==> src/hdl/pds_pkg.sv <==
// Shared widths, constants, register indexes and sequencer states of the PLL divider search.
package pds_pkg;

   // Field and register widths
   localparam int TARGET_W     = 16;
   localparam int T_W          = 15;
   localparam int REF_FREQ_W   = 16;
   localparam int REF_DIV_W    = 8;
   localparam int NUM_PD_W     = 3;
   localparam int POST_DIV_W   = 8;
   localparam int CSR_INDEX_W  = 3;
   localparam int CSR_DATA_W   = 16;
   localparam int FB_DIV_W     = 8;
   localparam int POST_INDEX_W = 2;
   localparam int OUT_FREQ_W   = 25;
   localparam int NUM_PD_REGS  = 4;

   // Datapath widths
   localparam int MUL_A_W      = 23;
   localparam int MUL_B_W      = 8;
   localparam int MUL_P_W      = MUL_A_W + MUL_B_W;
   localparam int DIVIDEND_W   = 32;
   localparam int DIVISOR_W    = 17;
   localparam int DIV_CNT_W    = $clog2(DIVIDEND_W);
   localparam int VCO_W        = 23;

   // Limits
   localparam logic [T_W-1:0]      T_MIN   = 15'd1475;
   localparam logic [T_W-1:0]      T_MAX   = 15'd23500;
   localparam logic [VCO_W-1:0]    VCO_MIN = 23'd10000;
   localparam logic [VCO_W-1:0]    VCO_MAX = 23'd20000;

   // Reset values of the configuration registers
   localparam logic [REF_FREQ_W-1:0] REF_FREQ_RST = 16'd1432;
   localparam logic [REF_DIV_W-1:0]  REF_DIV_RST  = 8'd1;
   localparam logic [NUM_PD_W-1:0]   NUM_PD_RST   = 3'd4;

   // Configuration register indexes
   localparam logic [CSR_INDEX_W-1:0] CSR_REF_FREQ      = 3'd0;
   localparam logic [CSR_INDEX_W-1:0] CSR_REF_DIV       = 3'd1;
   localparam logic [CSR_INDEX_W-1:0] CSR_NUM_POST_DIVS = 3'd2;
   localparam logic [CSR_INDEX_W-1:0] CSR_POST_DIV_0    = 3'd3;

   // Sequencer states
   typedef enum logic [3:0] {
      ST_IDLE,
      ST_TM,
      ST_TMP,
      ST_VCO,
      ST_DIVN_GO,
      ST_DIVN_WAIT,
      ST_RN,
      ST_MP,
      ST_DIVF_GO,
      ST_DIVF_WAIT,
      ST_CMP,
      ST_NEXT,
      ST_DONE
   } state_type;

endpackage

==> src/hdl/pds_mul.sv <==
// Shared registered multiplier of the divider search datapath.
module pds_mul (
   input  logic                        clock,
   input  logic [pds_pkg::MUL_A_W-1:0] a,
   input  logic [pds_pkg::MUL_B_W-1:0] b,
   output logic [pds_pkg::MUL_P_W-1:0] prod_ff
);
   import pds_pkg::*;

   logic [MUL_P_W-1:0] prod_in;

   // One product per cycle, registered before use.
   assign prod_in = MUL_P_W'(a) * MUL_P_W'(b);

   always_ff @(posedge clock) begin
      prod_ff <= prod_in;
   end

endmodule

==> src/hdl/pds_divider.sv <==
// Shared restoring divider that produces one quotient bit per cycle.
module pds_divider (
   input  logic                           clock,
   input  logic                           reset,
   input  logic                           start,
   input  logic [pds_pkg::DIVIDEND_W-1:0] dividend,
   input  logic [pds_pkg::DIVISOR_W-1:0]  divisor,
   output logic                           done_ff,
   output logic [pds_pkg::DIVIDEND_W-1:0] quo_ff
);
   import pds_pkg::*;

   logic                  busy_ff;
   logic [DIV_CNT_W-1:0]  cnt_ff;
   logic [DIVISOR_W-1:0]  rem_ff;
   logic [DIVISOR_W-1:0]  dvs_ff;
   logic [DIVISOR_W:0]    trial;
   logic [DIVISOR_W:0]    diff;
   logic                  qbit;

   // Trial subtraction of the divisor from the shifted partial remainder.
   always_comb begin
      trial = {rem_ff, quo_ff[DIVIDEND_W-1]};
      diff  = trial - {1'b0, dvs_ff};
      qbit  = (trial >= {1'b0, dvs_ff});
   end

   // Control: run for one step per dividend bit, then pulse done.
   always_ff @(posedge clock) begin
      if (reset) begin
         busy_ff <= 1'b0;
         done_ff <= 1'b0;
         cnt_ff  <= '0;
      end else begin
         done_ff <= 1'b0;
         if (start) begin
            busy_ff <= 1'b1;
            cnt_ff  <= DIV_CNT_W'(DIVIDEND_W - 1);
         end else if (busy_ff) begin
            cnt_ff <= cnt_ff - 1'b1;
            if (cnt_ff == '0) begin
               busy_ff <= 1'b0;
               done_ff <= 1'b1;
            end
         end
      end
   end

   // Datapath: the dividend shifts out as quotient bits shift in.
   always_ff @(posedge clock) begin
      if (start) begin
         rem_ff <= '0;
         dvs_ff <= divisor;
         quo_ff <= dividend;
      end else if (busy_ff) begin
         rem_ff <= qbit ? diff[DIVISOR_W-1:0] : trial[DIVISOR_W-1:0];
         quo_ff <= {quo_ff[DIVIDEND_W-2:0], qbit};
      end
   end

endmodule

==> src/hdl/pll_divider_search.sv <==
// Each tried post divider entry runs the divider twice, once for N and once for the output
// frequency; an entry that fails the N or VCO check is skipped after the first run.
// A zero reference or a zero entry count gives the result in the cycle after acceptance.
// The 32-step serial divider sets the search time.
// Throughput: one request at a time; busy stays high through the result strobe cycle.
// Reset (synchronous, active high) idles the sequencer and loads register defaults; no stall.
module pll_divider_search #(
   parameter int MAX_POST_DIVS = 4
) (
   input  logic                             clock,
   input  logic                             reset,
   input  logic                             start,
   output logic                             busy,
   input  logic [pds_pkg::TARGET_W-1:0]     req_target_freq,
   input  logic                             csr_we,
   input  logic [pds_pkg::CSR_INDEX_W-1:0]  csr_index,
   input  logic [pds_pkg::CSR_DATA_W-1:0]   csr_wdata,
   output logic                             rsp_valid,
   output logic                             rsp_found,
   output logic [pds_pkg::FB_DIV_W-1:0]     rsp_feedback_div,
   output logic [pds_pkg::POST_INDEX_W-1:0] rsp_post_index,
   output logic [pds_pkg::OUT_FREQ_W-1:0]   rsp_out_freq
);
   import pds_pkg::*;

   localparam int IDX_W = (MAX_POST_DIVS > 1) ? $clog2(MAX_POST_DIVS) : 1;
   localparam logic [IDX_W-1:0] LAST_IDX = IDX_W'(MAX_POST_DIVS - 1);

   state_type                state_ff, state_in;

   logic [REF_FREQ_W-1:0]    ref_freq_ff;
   logic [REF_DIV_W-1:0]     ref_div_ff;
   logic [NUM_PD_W-1:0]      num_pd_ff;
   logic [POST_DIV_W-1:0]    post_div [MAX_POST_DIVS];

   logic [T_W-1:0]           t_ff;
   logic [IDX_W-1:0]         idx_ff;
   logic [DIVIDEND_W-1:0]    num_ff;
   logic [VCO_W-1:0]         vco_ff;
   logic [FB_DIV_W-1:0]      n_ff;
   logic [OUT_FREQ_W-1:0]    f_ff;

   logic                     found_ff;
   logic [OUT_FREQ_W-1:0]    best_err_ff;
   logic [FB_DIV_W-1:0]      best_n_ff;
   logic [IDX_W-1:0]         best_idx_ff;
   logic [OUT_FREQ_W-1:0]    best_f_ff;

   logic [T_W-1:0]           t_clamp;
   logic [IDX_W-1:0]         first_idx;
   logic [POST_DIV_W-1:0]    p_cur;
   logic [MUL_A_W-1:0]       mul_a;
   logic [MUL_B_W-1:0]       mul_b;
   logic [MUL_P_W-1:0]       prod_ff;
   logic                     div_start;
   logic [DIVISOR_W-1:0]     div_divisor;
   logic                     div_done;
   logic [DIVIDEND_W-1:0]    div_quo;
   logic                     n_ok;
   logic                     vco_ok;
   logic [OUT_FREQ_W-1:0]    err;
   logic                     better;

   // Configuration registers
   always_ff @(posedge clock) begin
      if (reset) begin
         ref_freq_ff <= REF_FREQ_RST;
         ref_div_ff  <= REF_DIV_RST;
         num_pd_ff   <= NUM_PD_RST;
      end else if (csr_we) begin
         case (csr_index)
            CSR_REF_FREQ:      ref_freq_ff <= csr_wdata;
            CSR_REF_DIV:       ref_div_ff  <= csr_wdata[REF_DIV_W-1:0];
            CSR_NUM_POST_DIVS: num_pd_ff   <= csr_wdata[NUM_PD_W-1:0];
            default:           ;
         endcase
      end
   end

   // Post divider table: the first entries are writable, the rest are fixed powers of two.
   for (genvar k = 0; k < MAX_POST_DIVS; k++) begin : g_pd
      if (k < NUM_PD_REGS) begin : g_reg
         logic [POST_DIV_W-1:0] pd_ff;
         always_ff @(posedge clock) begin
            if (reset) begin
               pd_ff <= POST_DIV_W'(1) << k;
            end else if (csr_we && (csr_index == CSR_POST_DIV_0 + CSR_INDEX_W'(k))) begin
               pd_ff <= csr_wdata[POST_DIV_W-1:0];
            end
         end
         assign post_div[k] = pd_ff;
      end else begin : g_fixed
         assign post_div[k] = POST_DIV_W'(1) << (k % 8);
      end
   end

   // Request clamping and the first table index to try.
   always_comb begin
      if (req_target_freq < TARGET_W'(T_MIN)) begin
         t_clamp = T_MIN;
      end else if (req_target_freq > TARGET_W'(T_MAX)) begin
         t_clamp = T_MAX;
      end else begin
         t_clamp = req_target_freq[T_W-1:0];
      end
      if (int'(num_pd_ff) > MAX_POST_DIVS) begin
         first_idx = LAST_IDX;
      end else begin
         first_idx = IDX_W'(num_pd_ff - 3'd1);
      end
   end

   assign p_cur = post_div[idx_ff];

   // Operand selection for the shared multiplier.
   always_comb begin
      mul_a = MUL_A_W'(t_ff);
      mul_b = ref_div_ff;
      case (state_ff)
         ST_TMP: begin
            mul_a = prod_ff[MUL_A_W-1:0];
            mul_b = p_cur;
         end
         ST_VCO:  mul_b = p_cur;
         ST_RN: begin
            mul_a = MUL_A_W'({ref_freq_ff, 1'b0});
            mul_b = n_ff;
         end
         ST_MP: begin
            mul_a = MUL_A_W'(ref_div_ff);
            mul_b = p_cur;
         end
         default: ;
      endcase
   end

   pds_mul u_mul (
      .clock   (clock),
      .a       (mul_a),
      .b       (mul_b),
      .prod_ff (prod_ff)
   );

   // The divider first yields N from 2R, then the output frequency from M*P.
   assign div_start   = (state_ff == ST_DIVN_GO) || (state_ff == ST_DIVF_GO);
   assign div_divisor = (state_ff == ST_DIVN_GO) ? {ref_freq_ff, 1'b0}
                                                 : DIVISOR_W'(prod_ff[15:0]);

   pds_divider u_div (
      .clock    (clock),
      .reset    (reset),
      .start    (div_start),
      .dividend (num_ff),
      .divisor  (div_divisor),
      .done_ff  (div_done),
      .quo_ff   (div_quo)
   );

   // Range checks on N and the VCO product, and the error of the candidate.
   always_comb begin
      n_ok   = (div_quo[DIVIDEND_W-1:FB_DIV_W] == '0) && div_quo[FB_DIV_W-1];
      vco_ok = (vco_ff >= VCO_MIN) && (vco_ff <= VCO_MAX);
      if (f_ff > OUT_FREQ_W'(t_ff)) begin
         err = f_ff - OUT_FREQ_W'(t_ff);
      end else begin
         err = OUT_FREQ_W'(t_ff) - f_ff;
      end
      better = !found_ff || (err < best_err_ff);
   end

   // Sequencer state register
   always_ff @(posedge clock) begin
      if (reset) begin
         state_ff <= ST_IDLE;
      end else begin
         state_ff <= state_in;
      end
   end

   // Next state
   always_comb begin
      state_in = state_ff;
      case (state_ff)
         ST_IDLE: begin
            if (start) begin
               if ((ref_freq_ff == '0) || (num_pd_ff == '0)) begin
                  state_in = ST_DONE;
               end else begin
                  state_in = ST_TM;
               end
            end
         end
         ST_TM:        state_in = ST_TMP;
         ST_TMP:       state_in = ST_VCO;
         ST_VCO:       state_in = ST_DIVN_GO;
         ST_DIVN_GO:   state_in = ST_DIVN_WAIT;
         ST_DIVN_WAIT: begin
            if (div_done) begin
               state_in = (n_ok && vco_ok) ? ST_RN : ST_NEXT;
            end
         end
         ST_RN:        state_in = ST_MP;
         ST_MP:        state_in = ST_DIVF_GO;
         ST_DIVF_GO:   state_in = ST_DIVF_WAIT;
         ST_DIVF_WAIT: begin
            if (div_done) begin
               state_in = ST_CMP;
            end
         end
         ST_CMP:       state_in = ST_NEXT;
         ST_NEXT:      state_in = (idx_ff == '0) ? ST_DONE : ST_TM;
         ST_DONE:      state_in = ST_IDLE;
         default:      state_in = ST_IDLE;
      endcase
   end

   // Per-request datapath registers
   always_ff @(posedge clock) begin
      case (state_ff)
         ST_IDLE: begin
            t_ff   <= t_clamp;
            idx_ff <= first_idx;
         end
         ST_VCO:       num_ff <= DIVIDEND_W'(prod_ff) + DIVIDEND_W'(ref_freq_ff) - 1'b1;
         ST_DIVN_GO:   vco_ff <= prod_ff[VCO_W-1:0];
         ST_DIVN_WAIT: n_ff   <= div_quo[FB_DIV_W-1:0];
         ST_MP:        num_ff <= DIVIDEND_W'(prod_ff);
         ST_DIVF_WAIT: f_ff   <= div_quo[OUT_FREQ_W-1:0];
         ST_NEXT:      idx_ff <= idx_ff - 1'b1;
         default:      ;
      endcase
   end

   // Best candidate so far; a later (lower) index wins only with a strictly smaller error.
   always_ff @(posedge clock) begin
      if (reset) begin
         found_ff <= 1'b0;
      end else if ((state_ff == ST_IDLE) && start) begin
         found_ff <= 1'b0;
      end else if ((state_ff == ST_CMP) && better) begin
         found_ff <= 1'b1;
      end
   end

   always_ff @(posedge clock) begin
      if ((state_ff == ST_IDLE) && start) begin
         best_err_ff <= '0;
         best_n_ff   <= '0;
         best_idx_ff <= '0;
         best_f_ff   <= '0;
      end else if ((state_ff == ST_CMP) && better) begin
         best_err_ff <= err;
         best_n_ff   <= n_ff;
         best_idx_ff <= idx_ff;
         best_f_ff   <= f_ff;
      end
   end

   // Handshake and result ports
   assign busy             = (state_ff != ST_IDLE);
   assign rsp_valid        = (state_ff == ST_DONE);
   assign rsp_found        = found_ff;
   assign rsp_feedback_div = best_n_ff;
   assign rsp_post_index   = POST_INDEX_W'(best_idx_ff);
   assign rsp_out_freq     = best_f_ff;

endmodule

==> config.mk <==
export PLATFORM = sky130hd
export DESIGN_NAME = pll_divider_search
export DESIGN_NICKNAME = d
export VERILOG_FILES = /design/src/hdl/pds_pkg.sv /design/src/hdl/pds_mul.sv /design/src/hdl/pds_divider.sv /design/src/hdl/pll_divider_search.sv
export SDC_FILE = /design/constraint.sdc
export NUM_CORES = 1
export LEC_CHECK = 0
export BUFFER_PORTS_ARGS = -buffer_cell sky130_fd_sc_hd__buf_2
export CAP_MARGIN = 10
export CORE_MARGIN = 5
export CORE_UTILIZATION = 55
export CTS_BUF_LIST = sky130_fd_sc_hd__clkbuf_2 sky130_fd_sc_hd__clkbuf_4 sky130_fd_sc_hd__clkbuf_8
export DETAILED_ROUTE_END_ITERATION = 12
export HOLD_SLACK_MARGIN = 0.1
export PLACE_DENSITY = 0.73
export SETUP_SLACK_MARGIN = 0.02
export SLEW_MARGIN = 20
export SYNTH_ARGS = -nofsm -noshare
export SYNTH_HDL_FRONTEND = slang
export SYNTH_SLANG_ARGS = --single-unit
==> constraint.sdc <==
create_clock -name clock -period 18.35 [get_ports clock]
set_clock_uncertainty 0.15 [all_clocks]
set_input_delay 3.67 -clock clock [delete_from_list [all_inputs] [get_ports clock]]
set_output_delay 3.67 -clock clock [all_outputs]
set_load 0.05 [all_outputs]
==> metrics <==
Cell Pwr Density=131 mW/mm^2; Final min period=7.77 ns; Placeable Area=0.0422 mm^2; TritonCTS buffer count=55; synth unique cells=79; syn_nets=2975; Synth area leader=edfxtp_1; Root Driver=clkbuf_8; 1st-iter DRT viols=2243; number of global-route vias before repair=19.2k; Crit path depth=24; largest net degree at the start of global routing=between 70 and 80; worst min-delay path class=register to register; Vias=19.4k; Worst setup SP type=register; first-pass GRT wire length=between 90000 and 100000 um; overall power=around 3.4 mW; Critical-path top delay cell=a221oi_1; CP Class=register to register; CP startpoint=state_ff[3]; CP Data Required Time=between 15 and 20 ns; DRT Pass-1 Iters=8; WL final=60700 um; clock-pin slew on the worst setup and hold paths=about 0.07 ns; placed inst area=0.0245 mm^2; Final HPWL DP=45800 um; worst skew pair latency=0.64 ns; Layout Cells excl Fill=3283; I/O Pins=77; Clock Tree Buf Depth=3; Place WS=10.72 ns; Max-Cap Viols=0; crit-path leading delay family=compound AO/OA/AOI/OAI gates; buffers plus inverters on the worst setup path=5; IO Port Bufs=76; Synth async-reset ratio=0; share of cells above drive strength 1=0.103; Tightest Pin Transition=1.18 ns; unrepaired setup endpoints after global routing=false; Setup WS post-layout=10.58 ns; crit path to=u_mul.prod_ff[25]; netlist area before placement=0.0236 mm^2; Fill cells=3537; Critical Path, Cell by Cell=nand2b_1 -> nor3_2 -> buf_4 -> a22o_1 -> a221oi_1 -> nor2_1 -> fa_1 -> inv_1 -> fa_1 -> inv_1 -> fa_1 -> inv_1 -> fa_1 -> inv_1 -> ha_1 -> o211ai_1 -> a21oi_1 -> o22ai_1 -> o21ai_1 -> a211oi_1 -> nor4_1 -> or3_1 -> a21oi_1 -> xnor2_1; Synthesis Warnings=0; Die Footprint=0.0471 mm^2; setup bufs post-CTS=0; row count=75; Hold Vio Cnt, Final=0; CTS resizes=0; status=finished, final reports clean; fin crit share=0.424; crit end category=register; final net count=a little over 3k; Post-synth EDFFs=154; Flop pwr share=0.315; Slew HR=0.213; GPL Wtd Cong=0.916; clock power share=0.205; R2R setup slack=between 10 and 15 ns; Fin Setup TNS=0 ns; CTS Hold Bufs=0; top-area cell type share of the netlist area=0.196; Inserted Diodes=0; fin area=between 0.02 and 0.03 mm^2; Leak=about 11 nW; Fmax=between 100 and 150 MHz; Routed Antenna Nets=0; initial antenna violation count=0; CTS H-tree depth=2; maximum vdd drop=68.5 uV; Vias/cell=5.90; GR Util All Layers=0.256; cell internal pwr=1.97 mW; # DRC=0; Cells after Synth=2634; GRT overflow=0; drt wl/cell=18.5 um; commonest non-fill, non-tap cell in the layout=inv_1; Worst R2R Start=state_ff[3]; DP Cell Count=between 3k and 4k; CTS tree=yes; Psw=1.39 mW; Synth Flop Type=dfxtp_1; area grow syn2layout=8.83%; Max Transition Viols Final=0; final setup fails=0; CP arrival=8.20 ns; Comb pwr share=0.480; Largest stage delay, worst path=0.87 ns; Seq/Total Area, Yosys=0.348; Yosys reg bits=333; Die X=217 um; CTS sink cnt=333; Starting Density=0.559; worst-path fanout max=22; Avg Inst Size Synth=8.96 um^2; commonest cells after routing, fill and taps aside=329 x inv_1, 298 x nand2_1, 285 x nor2_1; main area contributors after synthesis=edfxtp_1 20%, dfxtp_1 15%, fa_1 11%, ha_1 9.1%, inv_1 5.2%; die height=approximately 220 um; switching portion of total power=0.413; R2R Path End=u_mul.prod_ff[25]; reg2reg path depth=24
[metrics by stage]
step,util,hold slack (ns)
after floorplan,-,0.279
after CTS,0.608,0.305
after global routing,0.608,0.322
after detailed placement,0.580,0.296
after global placement,0.580,0.290
final,0.608,0.305
[flip-flops by register name (all words and copies together), names as in the netlist]
signal / count
num_ff: 32
u_div.dvs_ff: 17
u_div.busy_ff: 1
num_pd_ff: 3
n_ff: 8
u_div.done_ff: 1
ref_div_ff: 8
u_mul.prod_ff: 31
idx_ff: 2
state_ff: 4
best_err_ff: 25
ref_freq_ff: 16
vco_ff: 23
u_div.rem_ff: 17
t_ff: 15
rsp_post_index: 2
rsp_found: 1
rsp_feedback_div: 8
f_ff: 25
g_pd.g_reg.pd_ff: 32
rsp_out_freq: 25
u_div.cnt_ff: 5
u_div.quo_ff: 32
[logic make-up (layout without fill, tap and decap cells)]
group                      count (synthesis)  after routing  synth area share
adders and majority gates                302            302             0.201
AOI/OAI and AO/OA                        506            506             0.136
and+or+nand+nor                          898            898             0.176
buffers and inverters                    433            543            0.0704
xor gates and xnor gates                  77             77            0.0286
DFF                                      333            333             0.348
muxes                                     85             85            0.0406
[worst min path at each step]
stage / from / to / depth (start not counted)
detailed placement: g_pd[3].g_reg.pd_ff[2] / g_pd[3].g_reg.pd_ff[2] / 2
global placement: g_pd[0].g_reg.pd_ff[5] / g_pd[0].g_reg.pd_ff[5] / 2
finish: g_pd[1].g_reg.pd_ff[3] / g_pd[1].g_reg.pd_ff[3] / 2
global route: g_pd[3].g_reg.pd_ff[1] / g_pd[3].g_reg.pd_ff[1] / 2
floorplan: u_mul.prod_ff[12] / vco_ff[12] / 0
CTS: g_pd[3].g_reg.pd_ff[2] / g_pd[3].g_reg.pd_ff[2] / 2
[Yosys cell counts (all sizes together) (10+ instances only)]
library cell	instances
a211o	10
a211oi	17
a21o	31
a21oi	184
a221oi	14
a222oi	16
a31oi	15
and2	17
and3	11
buf	20
clkbuf	83
dfxtp	179
edfxtp	154
fa	130
ha	172
inv	329
mux2i	72
nand2	299
nand2b	48
nand3	44
nand4	20
nor2	288
nor2b	20
nor3	32
nor4	28
o211ai	13
o21a	31
o21ai	113
o31ai	11
or2	41
or3	17
xnor2	55
xor2	22
[routing by layer]
layer | track usage | vias to the layer above | share of wire
li1 | - | 9090 | -
met1 | 0.342 | 9297 | 0.42
met2 | 0.420 | 824 | 0.46
met3 | 0.0406 | 159 | 0.084
met4 | 0.102 | 0 | 0.039
met5 | 0 | - | 0
[worst register-to-register path, stage by stage (launching register included)]
cell,delay (ns)
dfxtp_1,0.77
nand2b_1,0.47
nor3_2,0.06
buf_4,0.24
a22o_1,0.26
a221oi_1,0.87
nor2_1,0.18
fa_1,0.59
inv_1,0.05
fa_1,0.47
inv_1,0.06
fa_1,0.52
inv_1,0.06
fa_1,0.52
inv_1,0.05
ha_1,0.34
o211ai_1,0.11
a21oi_1,0.08
o22ai_1,0.38
o21ai_1,0.15
a211oi_1,0.43
nor4_1,0.20
or3_1,0.37
a21oi_1,0.19
xnor2_1,0.13
[power by group through the flow]
stage / logic, mW / registers (mW) / clock network, mW
detailed placement: 1.58 / 1.06 / 0
floorplan: 1.23 / 1.01 / 0
finish: 1.61 / 1.06 / 0.686
CTS: 1.59 / 1.05 / 0.701
global placement: 1.52 / 1.06 / 0
global route: 1.81 / 1.06 / 0.735
[final cells by class]
type | count | area (um^2) | area share
clock buffers | 77 | 953 | 0.0371
multi-input cells | 1868 | 13800 | 0.536
flip-flops and latches | 333 | 8210 | 0.320
inverters | 330 | 1240 | 0.0482
well taps | 539 | 674 | 0.0263
clock inverters | 24 | 195 | 0.00760
repair buffers | 112 | 643 | 0.0250
No activity file was read; power rests on OpenSTA's default activity.
